===== src/design/mrrc_pkg.sv =====
// ----------------------------------------------------------------------------
// mrrc_pkg
// Shared types, codes and the CRC-16 byte update for the read-response checker.
// ----------------------------------------------------------------------------
`default_nettype none

package mrrc_pkg;

   localparam logic [15:0] CRC_INIT       = 16'hFFFF;
   localparam logic [15:0] CRC_POLY       = 16'hA001;
   localparam logic [7:0]  FUNC_READ_HOLD = 8'h03;
   localparam logic [7:0]  MAX_DATA_BYTES = 8'd250;
   localparam logic [8:0]  FRAME_OVERHEAD = 9'd5;
   localparam logic [8:0]  POS_MAX        = 9'd511;

   // status codes
   localparam logic [2:0] ST_OK    = 3'd0;
   localparam logic [2:0] ST_SHORT = 3'd1;
   localparam logic [2:0] ST_CRC   = 3'd2;
   localparam logic [2:0] ST_FUNC  = 3'd3;
   localparam logic [2:0] ST_COUNT = 3'd4;

   // operation codes (req_tuser)
   localparam logic OP_RX_BYTE  = 1'b0;
   localparam logic OP_READ_REG = 1'b1;

   // result kinds (rsp_tuser)
   localparam logic KIND_STATUS = 1'b0;
   localparam logic KIND_READ   = 1'b1;

   // staged word write into the spare bank
   typedef struct packed {
      logic        we;
      logic [7:0]  slot;
      logic [15:0] data;
   } wr_req_type;

   // end-of-frame verdict
   typedef struct packed {
      logic        done;
      logic        ok;
      logic [2:0]  status;
      logic [6:0]  words;
   } frame_res_type;

   // reflected CRC-16, one byte, LSB first
   function automatic logic [15:0] crc16_byte(input logic [15:0] crc, input logic [7:0] b);
      logic [15:0] c;
      c = crc ^ {8'h00, b};
      for (int i = 0; i < 8; i++) begin
         if (c[0]) begin
            c = (c >> 1) ^ CRC_POLY;
         end else begin
            c = c >> 1;
         end
      end
      return c;
   endfunction

endpackage

`default_nettype wire


===== src/design/mrrc_frame.sv =====
// ----------------------------------------------------------------------------
// mrrc_frame
// Per-byte frame tracking: CRC, position, header capture, word assembly and
// the end-of-frame check.
// ----------------------------------------------------------------------------
`default_nettype none

module mrrc_frame #(
   parameter int REG_SLOTS = 128
) (
   input  wire                      clock,
   input  wire                      reset,
   input  wire                      commit,
   input  wire  [7:0]               rx_byte,
   input  wire                      frame_end,
   output mrrc_pkg::wr_req_type     wr,
   output mrrc_pkg::frame_res_type  res
);
   import mrrc_pkg::*;

   localparam logic [8:0] SLOTS9 = 9'(REG_SLOTS);
   localparam logic [7:0] SLOTS8 = 8'(REG_SLOTS);

   logic [15:0] crc_ff, crc_in;
   logic [8:0]  pos_ff, pos_in;
   logic [7:0]  func_ff, func_in;
   logic [7:0]  bc_ff, bc_in;
   logic [7:0]  hold_ff, hold_in;
   logic [8:0]  data_pos;
   logic [6:0]  words;

   assign crc_in   = crc16_byte(crc_ff, rx_byte);
   assign pos_in   = (pos_ff == POS_MAX) ? POS_MAX : pos_ff + 9'd1;
   assign data_pos = pos_ff - 9'd3;

   always_comb begin
      func_in = func_ff;
      bc_in   = bc_ff;
      hold_in = hold_ff;
      wr.we   = 1'b0;
      wr.slot = data_pos[8:1];
      wr.data = {hold_ff, rx_byte};
      if (pos_ff == 9'd1) begin
         func_in = rx_byte;
      end else if (pos_ff == 9'd2) begin
         bc_in = rx_byte;
      end else if (pos_ff >= 9'd3) begin
         if (!data_pos[0]) begin
            hold_in = rx_byte;
         end else if ({1'b0, data_pos[8:1]} < SLOTS9) begin
            wr.we = commit;
         end
      end
   end

   // words capped to the store depth; byte count is not bounded here, the verdict checks it against 250
   always_comb begin
      words = bc_in[7:1];
      if ({1'b0, words} > SLOTS8) begin
         words = SLOTS8[6:0];
      end
   end

   always_comb begin
      res.done   = commit && frame_end;
      res.status = ST_OK;
      if (pos_in < FRAME_OVERHEAD) begin
         res.status = ST_SHORT;
      end else if (crc_in != 16'h0000) begin
         res.status = ST_CRC;
      end else if (func_in != FUNC_READ_HOLD) begin
         res.status = ST_FUNC;
      end else if (bc_in > MAX_DATA_BYTES || bc_in[0] ||
                   {1'b0, bc_in} != pos_in - FRAME_OVERHEAD) begin
         res.status = ST_COUNT;
      end
      res.ok    = (res.status == ST_OK);
      res.words = res.ok ? words : 7'd0;
   end

   always_ff @(posedge clock) begin
      if (reset) begin
         crc_ff  <= CRC_INIT;
         pos_ff  <= 9'd0;
         func_ff <= 8'd0;
         bc_ff   <= 8'd0;
         hold_ff <= 8'd0;
      end else if (commit) begin
         if (frame_end) begin
            crc_ff  <= CRC_INIT;
            pos_ff  <= 9'd0;
            func_ff <= 8'd0;
            bc_ff   <= 8'd0;
            hold_ff <= 8'd0;
         end else begin
            crc_ff  <= crc_in;
            pos_ff  <= pos_in;
            func_ff <= func_in;
            bc_ff   <= bc_in;
            hold_ff <= hold_in;
         end
      end
   end

endmodule

`default_nettype wire


===== src/design/mrrc_store.sv =====
// ----------------------------------------------------------------------------
// mrrc_store
// Two-bank register word store: one write port, one registered read port.
// ----------------------------------------------------------------------------
`default_nettype none

module mrrc_store #(
   parameter int REG_SLOTS = 128
) (
   input  wire                   clock,
   input  mrrc_pkg::wr_req_type  wr,
   input  wire                   wr_bank,
   input  wire                   rd_en,
   input  wire                   rd_bank,
   input  wire  [6:0]            rd_idx,
   output logic [15:0]           rd_data_ff
);
   import mrrc_pkg::*;

   localparam int DEPTH  = 2 * REG_SLOTS;
   localparam int ADDR_W = $clog2(DEPTH);

   logic [15:0]       mem [DEPTH];
   logic [ADDR_W-1:0] wr_addr;
   logic [ADDR_W-1:0] rd_addr;

   assign wr_addr = wr_bank ? ADDR_W'(REG_SLOTS) + ADDR_W'(wr.slot) : ADDR_W'(wr.slot);
   assign rd_addr = rd_bank ? ADDR_W'(REG_SLOTS) + ADDR_W'(rd_idx) : ADDR_W'(rd_idx);

   always_ff @(posedge clock) begin
      if (wr.we) begin
         mem[wr_addr] <= wr.data;
      end
   end

   always_ff @(posedge clock) begin
      if (rd_en) begin
         rd_data_ff <= mem[rd_addr];
      end
   end

endmodule

`default_nettype wire


===== src/design/modbus_read_response_checker_unit.sv =====
// ----------------------------------------------------------------------------
// modbus_read_response_checker_unit
// Checks Modbus RTU read-holding-registers responses and serves the words.
// ----------------------------------------------------------------------------
// Usage:
//  req channel: tuser selects the transaction (0 = frame byte, 1 = word read),
//    tdata[7:0] is the frame byte, tdata[14:8] the word index, tlast marks
//    the last byte of a frame.
//  rsp channel: tuser is the result kind (0 = frame status, 1 = word read).
//    A frame byte without tlast gives no result; the last byte gives one
//    status result; each read gives one read result.
//  rsp_tvalid rises when the result register is loaded: the input register
//  is loaded at acceptance, the frame logic (CRC update, header capture,
//  store access) works from it, and the result register is loaded from it.
//  One transaction per cycle is sustained while results are taken; the
//  store's single write and single read port are never needed in the same
//  cycle. Reset clears the frame state and leaves no words readable. When
//  rsp_tready is low the result register holds; frame bytes without a
//  result keep moving, and req_tready drops once the input register holds
//  a transaction whose result cannot be taken.
// ----------------------------------------------------------------------------
`default_nettype none

module modbus_read_response_checker_unit #(
   parameter int REG_SLOTS = 128
) (
   input  wire         clock,
   input  wire         reset,
   input  wire         req_tvalid,
   output logic        req_tready,
   input  wire  [15:0] req_tdata,   // rx_byte[7:0], reg_index[14:8], zero pad
   input  wire         req_tlast,   // frame_end
   input  wire         req_tuser,   // operation
   output logic        rsp_tvalid,
   input  wire         rsp_tready,
   output logic [31:0] rsp_tdata,   // status[2:0], word_count[9:3], reg_value[25:10], zero pad
   output logic        rsp_tuser    // kind
);
   import mrrc_pkg::*;

   localparam int CNT_W = $clog2(REG_SLOTS + 1);

   // input register
   logic        s1_valid_ff;
   logic        s1_op_ff;
   logic [7:0]  s1_byte_ff;
   logic        s1_fend_ff;
   logic [6:0]  s1_idx_ff;

   // result register
   logic        out_valid_ff;
   logic        out_kind_ff;
   logic [2:0]  out_status_ff;
   logic [6:0]  out_words_ff;
   logic        out_hit_ff;

   logic             live_bank_ff, live_bank_in;
   logic [CNT_W-1:0] live_count_ff, live_count_in;

   logic          out_free, s1_has_rsp, s1_adv, req_fire;
   logic          byte_commit, rd_hit;
   wr_req_type    wr;
   frame_res_type res;
   logic [15:0]   rd_data;
   logic [15:0]   reg_value;

   assign out_free    = !out_valid_ff || rsp_tready;
   assign s1_has_rsp  = (s1_op_ff == OP_READ_REG) || s1_fend_ff;
   assign s1_adv      = s1_valid_ff && (!s1_has_rsp || out_free);
   assign req_tready  = !s1_valid_ff || s1_adv;
   assign req_fire    = req_tvalid && req_tready;
   assign byte_commit = s1_adv && (s1_op_ff == OP_RX_BYTE);
   assign rd_hit      = (s1_op_ff == OP_READ_REG) && ({1'b0, s1_idx_ff} < 8'(live_count_ff));

   mrrc_frame #(.REG_SLOTS(REG_SLOTS)) u_frame (
      .clock     (clock),
      .reset     (reset),
      .commit    (byte_commit),
      .rx_byte   (s1_byte_ff),
      .frame_end (s1_fend_ff),
      .wr        (wr),
      .res       (res)
   );

   mrrc_store #(.REG_SLOTS(REG_SLOTS)) u_store (
      .clock      (clock),
      .wr         (wr),
      .wr_bank    (!live_bank_ff),
      .rd_en      (s1_adv && rd_hit),
      .rd_bank    (live_bank_ff),
      .rd_idx     (s1_idx_ff),
      .rd_data_ff (rd_data)
   );

   always_comb begin
      live_bank_in  = live_bank_ff;
      live_count_in = live_count_ff;
      if (res.done && res.ok) begin
         live_bank_in  = !live_bank_ff;
         live_count_in = CNT_W'(res.words);
      end
   end

   always_ff @(posedge clock) begin
      if (reset) begin
         s1_valid_ff   <= 1'b0;
         out_valid_ff  <= 1'b0;
         live_bank_ff  <= 1'b0;
         live_count_ff <= '0;
      end else begin
         live_bank_ff  <= live_bank_in;
         live_count_ff <= live_count_in;
         if (req_tready) begin
            s1_valid_ff <= req_tvalid;
         end
         if (s1_adv && s1_has_rsp) begin
            out_valid_ff <= 1'b1;
         end else if (rsp_tready) begin
            out_valid_ff <= 1'b0;
         end
      end
   end

   always_ff @(posedge clock) begin
      if (req_fire) begin
         s1_op_ff   <= req_tuser;
         s1_byte_ff <= req_tdata[7:0];
         s1_fend_ff <= req_tlast;
         s1_idx_ff  <= req_tdata[14:8];
      end
      if (s1_adv && s1_has_rsp) begin
         out_kind_ff   <= (s1_op_ff == OP_READ_REG) ? KIND_READ : KIND_STATUS;
         out_status_ff <= (s1_op_ff == OP_READ_REG) ? ST_OK : res.status;
         out_words_ff  <= (s1_op_ff == OP_READ_REG) ? 7'd0 : res.words;
         out_hit_ff    <= rd_hit;
      end
   end

   assign reg_value  = out_hit_ff ? rd_data : 16'h0000;
   assign rsp_tvalid = out_valid_ff;
   assign rsp_tuser  = out_kind_ff;
   assign rsp_tdata  = {6'd0, reg_value, out_words_ff, out_status_ff};

   // live word count never exceeds the store depth
   assert property (@(posedge clock) disable iff (reset)
      live_count_ff <= CNT_W'(REG_SLOTS))
      else $error("live word count beyond store depth");

   // banks swap only together with an ok status result
   assert property (@(posedge clock) disable iff (reset)
      (live_bank_ff != $past(live_bank_ff)) |->
         (out_valid_ff && out_kind_ff == KIND_STATUS && out_status_ff == ST_OK))
      else $error("bank swap without ok frame");

   // read results carry no status and no word count
   assert property (@(posedge clock) disable iff (reset)
      (out_valid_ff && out_kind_ff == KIND_READ) |->
         (out_status_ff == ST_OK && out_words_ff == 7'd0))
      else $error("read result with status fields");

   // failed frames report no words and read nothing from the store
   assert property (@(posedge clock) disable iff (reset)
      (out_valid_ff && out_status_ff != ST_OK) |->
         (out_words_ff == 7'd0 && !out_hit_ff))
      else $error("failed frame with words");

endmodule

`default_nettype wire

===== config.mk =====
export PLATFORM = sky130hd
export DESIGN_NAME = modbus_read_response_checker_unit
export DESIGN_NICKNAME = d
export VERILOG_FILES = /design/src/design/mrrc_pkg.sv /design/src/design/mrrc_frame.sv /design/src/design/mrrc_store.sv /design/src/design/modbus_read_response_checker_unit.sv
export SDC_FILE = /design/constraint.sdc
export NUM_CORES = 2
export LEC_CHECK = 0
export ABC_CLOCK_PERIOD_IN_PS = 4200
export BUFFER_PORTS_ARGS = -buffer_cell sky130_fd_sc_hd__buf_4
export CAP_MARGIN = 0
export CORE_MARGIN = 2
export CORE_UTILIZATION = 57
export CTS_CLUSTER_SIZE = 40
export DETAILED_ROUTE_END_ITERATION = 7
export GPL_TIMING_DRIVEN = 0
export MAX_ROUTING_LAYER = met4
export PLACE_DENSITY = 0.76
export SLEW_MARGIN = 5
export SYNTH_ARGS = -nofsm -noshare
export SYNTH_HDL_FRONTEND = slang
export SYNTH_HIERARCHICAL = 1
export SYNTH_SLANG_ARGS = --single-unit

===== constraint.sdc =====
create_clock -name clock -period 4.2 [get_ports clock]
set_input_delay 0.84 -clock clock [delete_from_list [all_inputs] [get_ports clock]]
set_output_delay 0.84 -clock clock [all_outputs]
set_load 0.02 [all_outputs]

Word-level counts from Yosys, hierarchy flattened
Memories as Yosys holds them, arrays and structs flattened. A register that Yosys moved wholly into a read port is not among the register bits.
Index checks and enable logic that the tools add are counted.

cells by class
  add/subtract/negate cells = 5
  $lt $le $gt $ge = 6
  equal/unequal tests = 8
  mux-type cells = 40
  bitwise operators = 10
  reduce and logical (&&, ||, !) cells = 23

operator list
  operator                                                           count
  two-way mux 16 bit                                                 10
  two-way mux 8 bit                                                  12
  inverter 2 -> 3 bit                                                8
  two-way mux 9 bit                                                  2
  nonzero test 16 bit                                                1
  bitwise XOR 16 x 8 -> 16 bit                                       1
  two-way mux 7 bit                                                  2
  two-way mux 3 bit                                                  4
  two-way mux 1 bit                                                  10
  adder 9 x 1 -> 9 bit, second input constant                        1
  equality test 9 x 1 -> 1 bit, second input constant                1
  equality test 9 x 2 -> 1 bit, second input constant                1
  equality test 9 bit, second input constant                         1
  greater-or-equal comparator 9 x 2 -> 1 bit, second input constant  1
  < comparator 9 x 3 -> 1 bit, second input constant                 1
  inequality test 8 x 9 -> 1 bit                                     1
  subtractor 9 x 2 -> 9 bit, second input constant                   1
  subtractor 9 x 3 -> 9 bit, second input constant                   1
  adder 8 x 7 -> 8 bit, first input constant                         1
  adder 8 bit, first input constant                                  1
  > comparator 7 x 8 -> 1 bit, second input constant                 1
  > comparator 8 bit, second input constant                          1
  logical AND 1 bit                                                  8
  < comparator 8 bit, second input constant                          1
  9 further kinds                                                    20

word-level totals
  register bits after elaboration = 88
  bits in writable memories = 4,096
  input bits = 22
  output and inout bits = 35
  logic and storage cells = 110
  memories = 1

memories
  memory       depth  width  rd ports  clocked after memory_dff  wr ports  line              RTL
  u_store.mem  256    16     1         1                         1         mrrc_store.sv:23  logic [15:0] mem [DEPTH];

Longest topological paths before layout
  word-level depth = 22
  gate-level depth with buffers = 18
  mapped depth without buffers = 15

By module
Netlist, hierarchy kept.

modules (own cells, without submodules)
  module                             instances  cells each  area an instance (um^2)
  mrrc_store                         1          7,327       158,434.5
  mrrc_frame                         1          404         3,275.6
  modbus_read_response_checker_unit  1          138         1,661.6

Least setup slack after synthesis
OpenSTA, ideal clock, no wires.

  kind = reg2reg
  start = register u_frame.hold_ff[2]
  end = memory u_store.mem[0][10], data pin
  data arrival time = 3,398 ps
  data required time = 3,344 ps
  setup slack = -53 ps
  stages on the path, launching flop included = 1
  buffers on the path = 0
  clock period less this slack = 4,253 ps
  cell sequence = dfxtp_1

RTL lines
  what                      line               RTL
  start: declaration        mrrc_frame.sv:28   logic [7:0] hold_ff, hold_in;
  start signal: assignment  mrrc_frame.sv:100  hold_ff <= hold_in;
  end: declaration          mrrc_store.sv:23

Straight into the memory's write port.

Worst setup path in the final report
  start = register s1_idx_ff[5]
  end = register u_store.rd_data_ff[14] (read register of u_store.mem), data pin

on the way
  cells in the longest elaborated chain, start to end = 3
  elaborated cells on any way between the ends = 5

RTL lines
  what                                                          line                                      RTL
  start: declaration                                            modbus_read_response_checker_unit.sv:48   logic [6:0] s1_idx_ff;
  start signal: assignment                                      modbus_read_response_checker_unit.sv:129  s1_idx_ff <= req_tdata[14:8];
  branches (longest 3 deep; another with adder 8 x 7 -> 8 bit)  --
  end: declaration                                              mrrc_store.sv:16                          output logic [15:0] rd_data_ff

Several ways; the timed one is not identified.
A chain may end at the register's enable or synchronous reset.

==> results_dict.tcl <==
set metrics [dict create \
    cts_tree "done" \
    rsz0062_at_grt "yes" \
    maxSlewViolCount 0 \
    drt_iter0_markers 16874 \
    path_clk_slew_ns 0.06 \
    synth_edf_count 4141 \
    grt_remaining_overflow 0 \
    synth_compound_area_share_pct 4.087 \
    ys_ff_latch 4200 \
    hold_ws_ns 0.1124 \
    start_kind "register" \
    r2r-start "s1_idx_ff[5]$_DFFE_PP_" \
    setup_ws_ns -0.1770 \
    core_area_sq_um 285200 \
    rrSetupSlack_ns -0.18 \
    yosys_most_used_dff "edfxtp_1" \
    nNetsFinal 8716 \
    grt_pass1_vias 89197 \
    cpLargestDelayFamily "buffers and inverters" \
    io_buffer_count 48 \
    post-place-ws_ns -2.273 \
    grt_use_total_pct 36.61 \
    post-route-drc-count 0 \
    yosysSeqAreaShare_pct 76.84 \
    htreeDepth 5 \
    fmax_mhz 228.5 \
    rr_worst_depth 6 \
    hold_buffers 0 \
    syn_to_final_growth_pct 16.57 \
    slowest_delay_ns 0.91 \
    detailed_place_hpwl_mm 336.2 \
    period_minus_slack_ns 4.377 \
    required_ns 4.82 \
    r2r_end "u_store/rd_data_ff[14]$_DFFE_PP_" \
    hp-class "primary input to register" \
    synth_mux_area_share_pct 15.10 \
    synth_top_family_by_area "multiplexers" \
    dieArea_sq_um 290900 \
    failed_checks "setup timing" \
    die_x_um 539.4 \
    dr.pass1.iters 8 \
    ir_worst_vdd_uv 487.1 \
    max-cap-violations 0 \
    status "complete, but fails checks" \
    initial_core_util_pct 57.28 \
    async_flop_share_pct 0 \
    cts_root_buf "clkbuf_16" \
    viasPerCell 7.162 \
    clkSinkCount 4200 \
    synthSimpleGateAreaFrac_pct 1.860 \
    clock_latency_ns 0.95 \
    globalplace.congestion 1.035 \
    p_per_area_nw_per_um2 455.3 \
    crit_start "s1_idx_ff[5]$_DFFE_PP_" \
    slew_headroom_pct 12.40 \
    drive_gt1_share_pct 29.07 \
    yosysTopAreaCell "edfxtp_1" \
    ios 57 \
    cp.arrival_ns 4.99 \
    netlist-cell-type-count 79 \
    synthAdderAreaFrac_pct 0.08424 \
    worstSetupPathType "register to register" \
    wl_per_cell_um 40.83 \
    synthTopCellsByArea "edfxtp_1 76%, mux4_2 10%, mux2i_1 4.0%" \
    antenna_found_initial 20 \
    routed_wl_mm 522.4 \
    worstMarginPinSlew_ns 1.314 \
    ant_nets 0 \
    vias 91636 \
    cts_inserted_buffers 406 \
    finalPower_uw 86710 \
    crit_fanout 10 \
    critPathBufInv 2 \
    fin_crit_sh_pct 104.2 \
    cp_num_cells 6 \
    syn_area_per_cell_sq_um 20.76 \
    setup_violations 547 \
    clock_path_buffers 4 \
    syn_inst 7869 \
    ys.warnings.count 6 \
    num_rows 196 \
    synth_top_area_share_pct 76.11 \
    critPathCaptureType "register" \
    syn_area_sq_um 163400 \
    slowest_stage "o32ai_2" \
    crit_chain "clkdlybuf4s15_1, nand2_1, clkbuf_1, nor3_1, o32ai_2, nor4_4" \
    fin_worst_skew_ns 0.08249 \
    grt_max_degree 151 \
    leakagePower_uw 0.05716 \
    endpoint "u_store/rd_data_ff[14]$_DFFE_PP_" \
    grt_first_pass_wirelength_mm 709.6 \
    hold_viol_final 0 \
    die_h_um 539.4 \
    yosys.area_share.xor_xnor_pct 0.2252 \
]
[report_power, final]
group          internal [uW]  leakage, uW  total, uW  switching (uW)
registers              45700       0.0344      45700            33.5
logic                   1360       0.0164       4380            3030
clock network          20900      0.00642      36600           15700
total                  68000       0.0572      86700           18700
[state kept, by name (all words and copies together), names as in the netlist]
register / count
s1_fend_ff: 1
live_bank_ff: 1
u_store/rd_data_ff: 16
live_count_ff: 7
s1_idx_ff: 7
rsp_tuser: 1
u_frame/func_ff: 8
s1_byte_ff: 8
out_words_ff: 7
u_frame/hold_ff: 8
rsp_tvalid: 1
u_frame/crc_ff: 16
u_frame/bc_ff: 8
u_store/mem: 4096
s1_valid_ff: 1
u_frame/pos_ff: 9
s1_op_ff: 1
out_status_ff: 3
out_hit_ff: 1
[cell type report]
cell class | instances | area (sq um)
Multi-Input combinational cell | 3164 | 37580
Antenna cell | 20 | 50.05
Buffer | 483 | 3213
Fill cell | 17278 | 94760
Tap cell | 3762 | 4707
Clock inverter | 239 | 2455
Timing Repair Buffer | 409 | 6111
Clock buffer | 499 | 10690
Inverter | 19 | 75.07
Sequential cell | 4200 | 125600
[what timing repair did]
item,in CTS,in global routing
pin swaps,44,13
setup endpoints to repair,4120,2846
setup buffers,80,26
gates resized for setup,425,137
[layer usage]
metal	share of wire, %	global-route usage (%)	vias to the layer above
li1	-	-	34758
met1	32	44.68	46976
met2	45	53.59	8213
met3	14	10.48	1689
met4	8.5	24.44	0
met5	0	-	-
[how the worst min path moves through the flow]
stage | from | endpoint | slack (ns) | cells past startpoint
finish | req_tuser | s1_op_ff$_DFFE_PP_ | 0.11 | 1
global route | req_tdata[2] | s1_byte_ff[2]$_DFFE_PP_ | 0.09 | 1
CTS | req_tdata[2] | s1_byte_ff[2]$_DFFE_PP_ | 0.07 | 1
detailed placement | live_count_ff[5]$_SDFFE_PP0P_ | live_count_ff[5]$_SDFFE_PP0P_ | 0.46 | 2
global placement | live_count_ff[2]$_SDFFE_PP0P_ | live_count_ff[2]$_SDFFE_PP0P_ | 0.46 | 2
floorplan | live_count_ff[0]$_SDFFE_PP0P_ | live_count_ff[0]$_SDFFE_PP0P_ | 0.43 | 2
[worst reg2reg max path, cell delays in order (launching register included)]
cell	delay, ns
edfxtp_1	0.41
clkdlybuf4s15_1	0.80
nand2_1	0.86
clkbuf_1	0.85
nor3_1	0.14
o32ai_2	0.91
nor4_4	0.13
[kinds of logic (layout without fill, tap and decap cells)]
family | Yosys count | in the layout
flip-flops | 4200 | 4200
multiplexers | 1492 | 1492
AO/OA/AOI/OAI | 944 | 944
AND/OR/NAND/NOR | 669 | 669
buffers and inverters | 510 | 1649
XOR/XNOR | 42 | 42
adder cells (fa/ha/maj) | 11 | 11
other | 1 | 26
[cells in the mapped netlist (all sizes together), types with 66 or more instances]
cell	instances
a21oi	190
mux2i	658
mux2	66
o22ai	168
buf	251
o221ai	320
clkbuf	240
edfxtp	4141
nor2	356
nand2	118
o21ai	101
mux4	768
[stage by stage]
step	area [sq um]	util (%)	std cells	TNS [ns]
6_report	190400	66.77	12795	-38.20
5_1_grt	190400	66.77	12792	-21.87
4_1_cts	189600	66.48	12751	-0.8095
3_5_place_dp	173700	60.91	11939	-5376.04
3_3_place_gp	168500	59.07	11684	-
2_1_floorplan	163400	-	7874	0
[cell usage in the layout, fill, tap and decap left out, types with 50 or more instances in the layout]
master	instances
edfxtp_1	4141
mux4_2	757
mux2i_1	657
clkbuf_16	414
o221ai_1	301
buf_8	198
clkbuf_1	189
buf_4	182
a21oi_1	181
o22ai_1	165
nor2_4	157
nor2_2	111
nand2_1	100
clkbuf_2	96
nor2_1	88
clkinv_1	85
buf_2	80
clkinv_2	79
o21ai_0	76
buf_6	76
buf_12	72
mux2_2	65
dfxtp_1	50
Note: power is estimated with default switching activity, not from simulation.
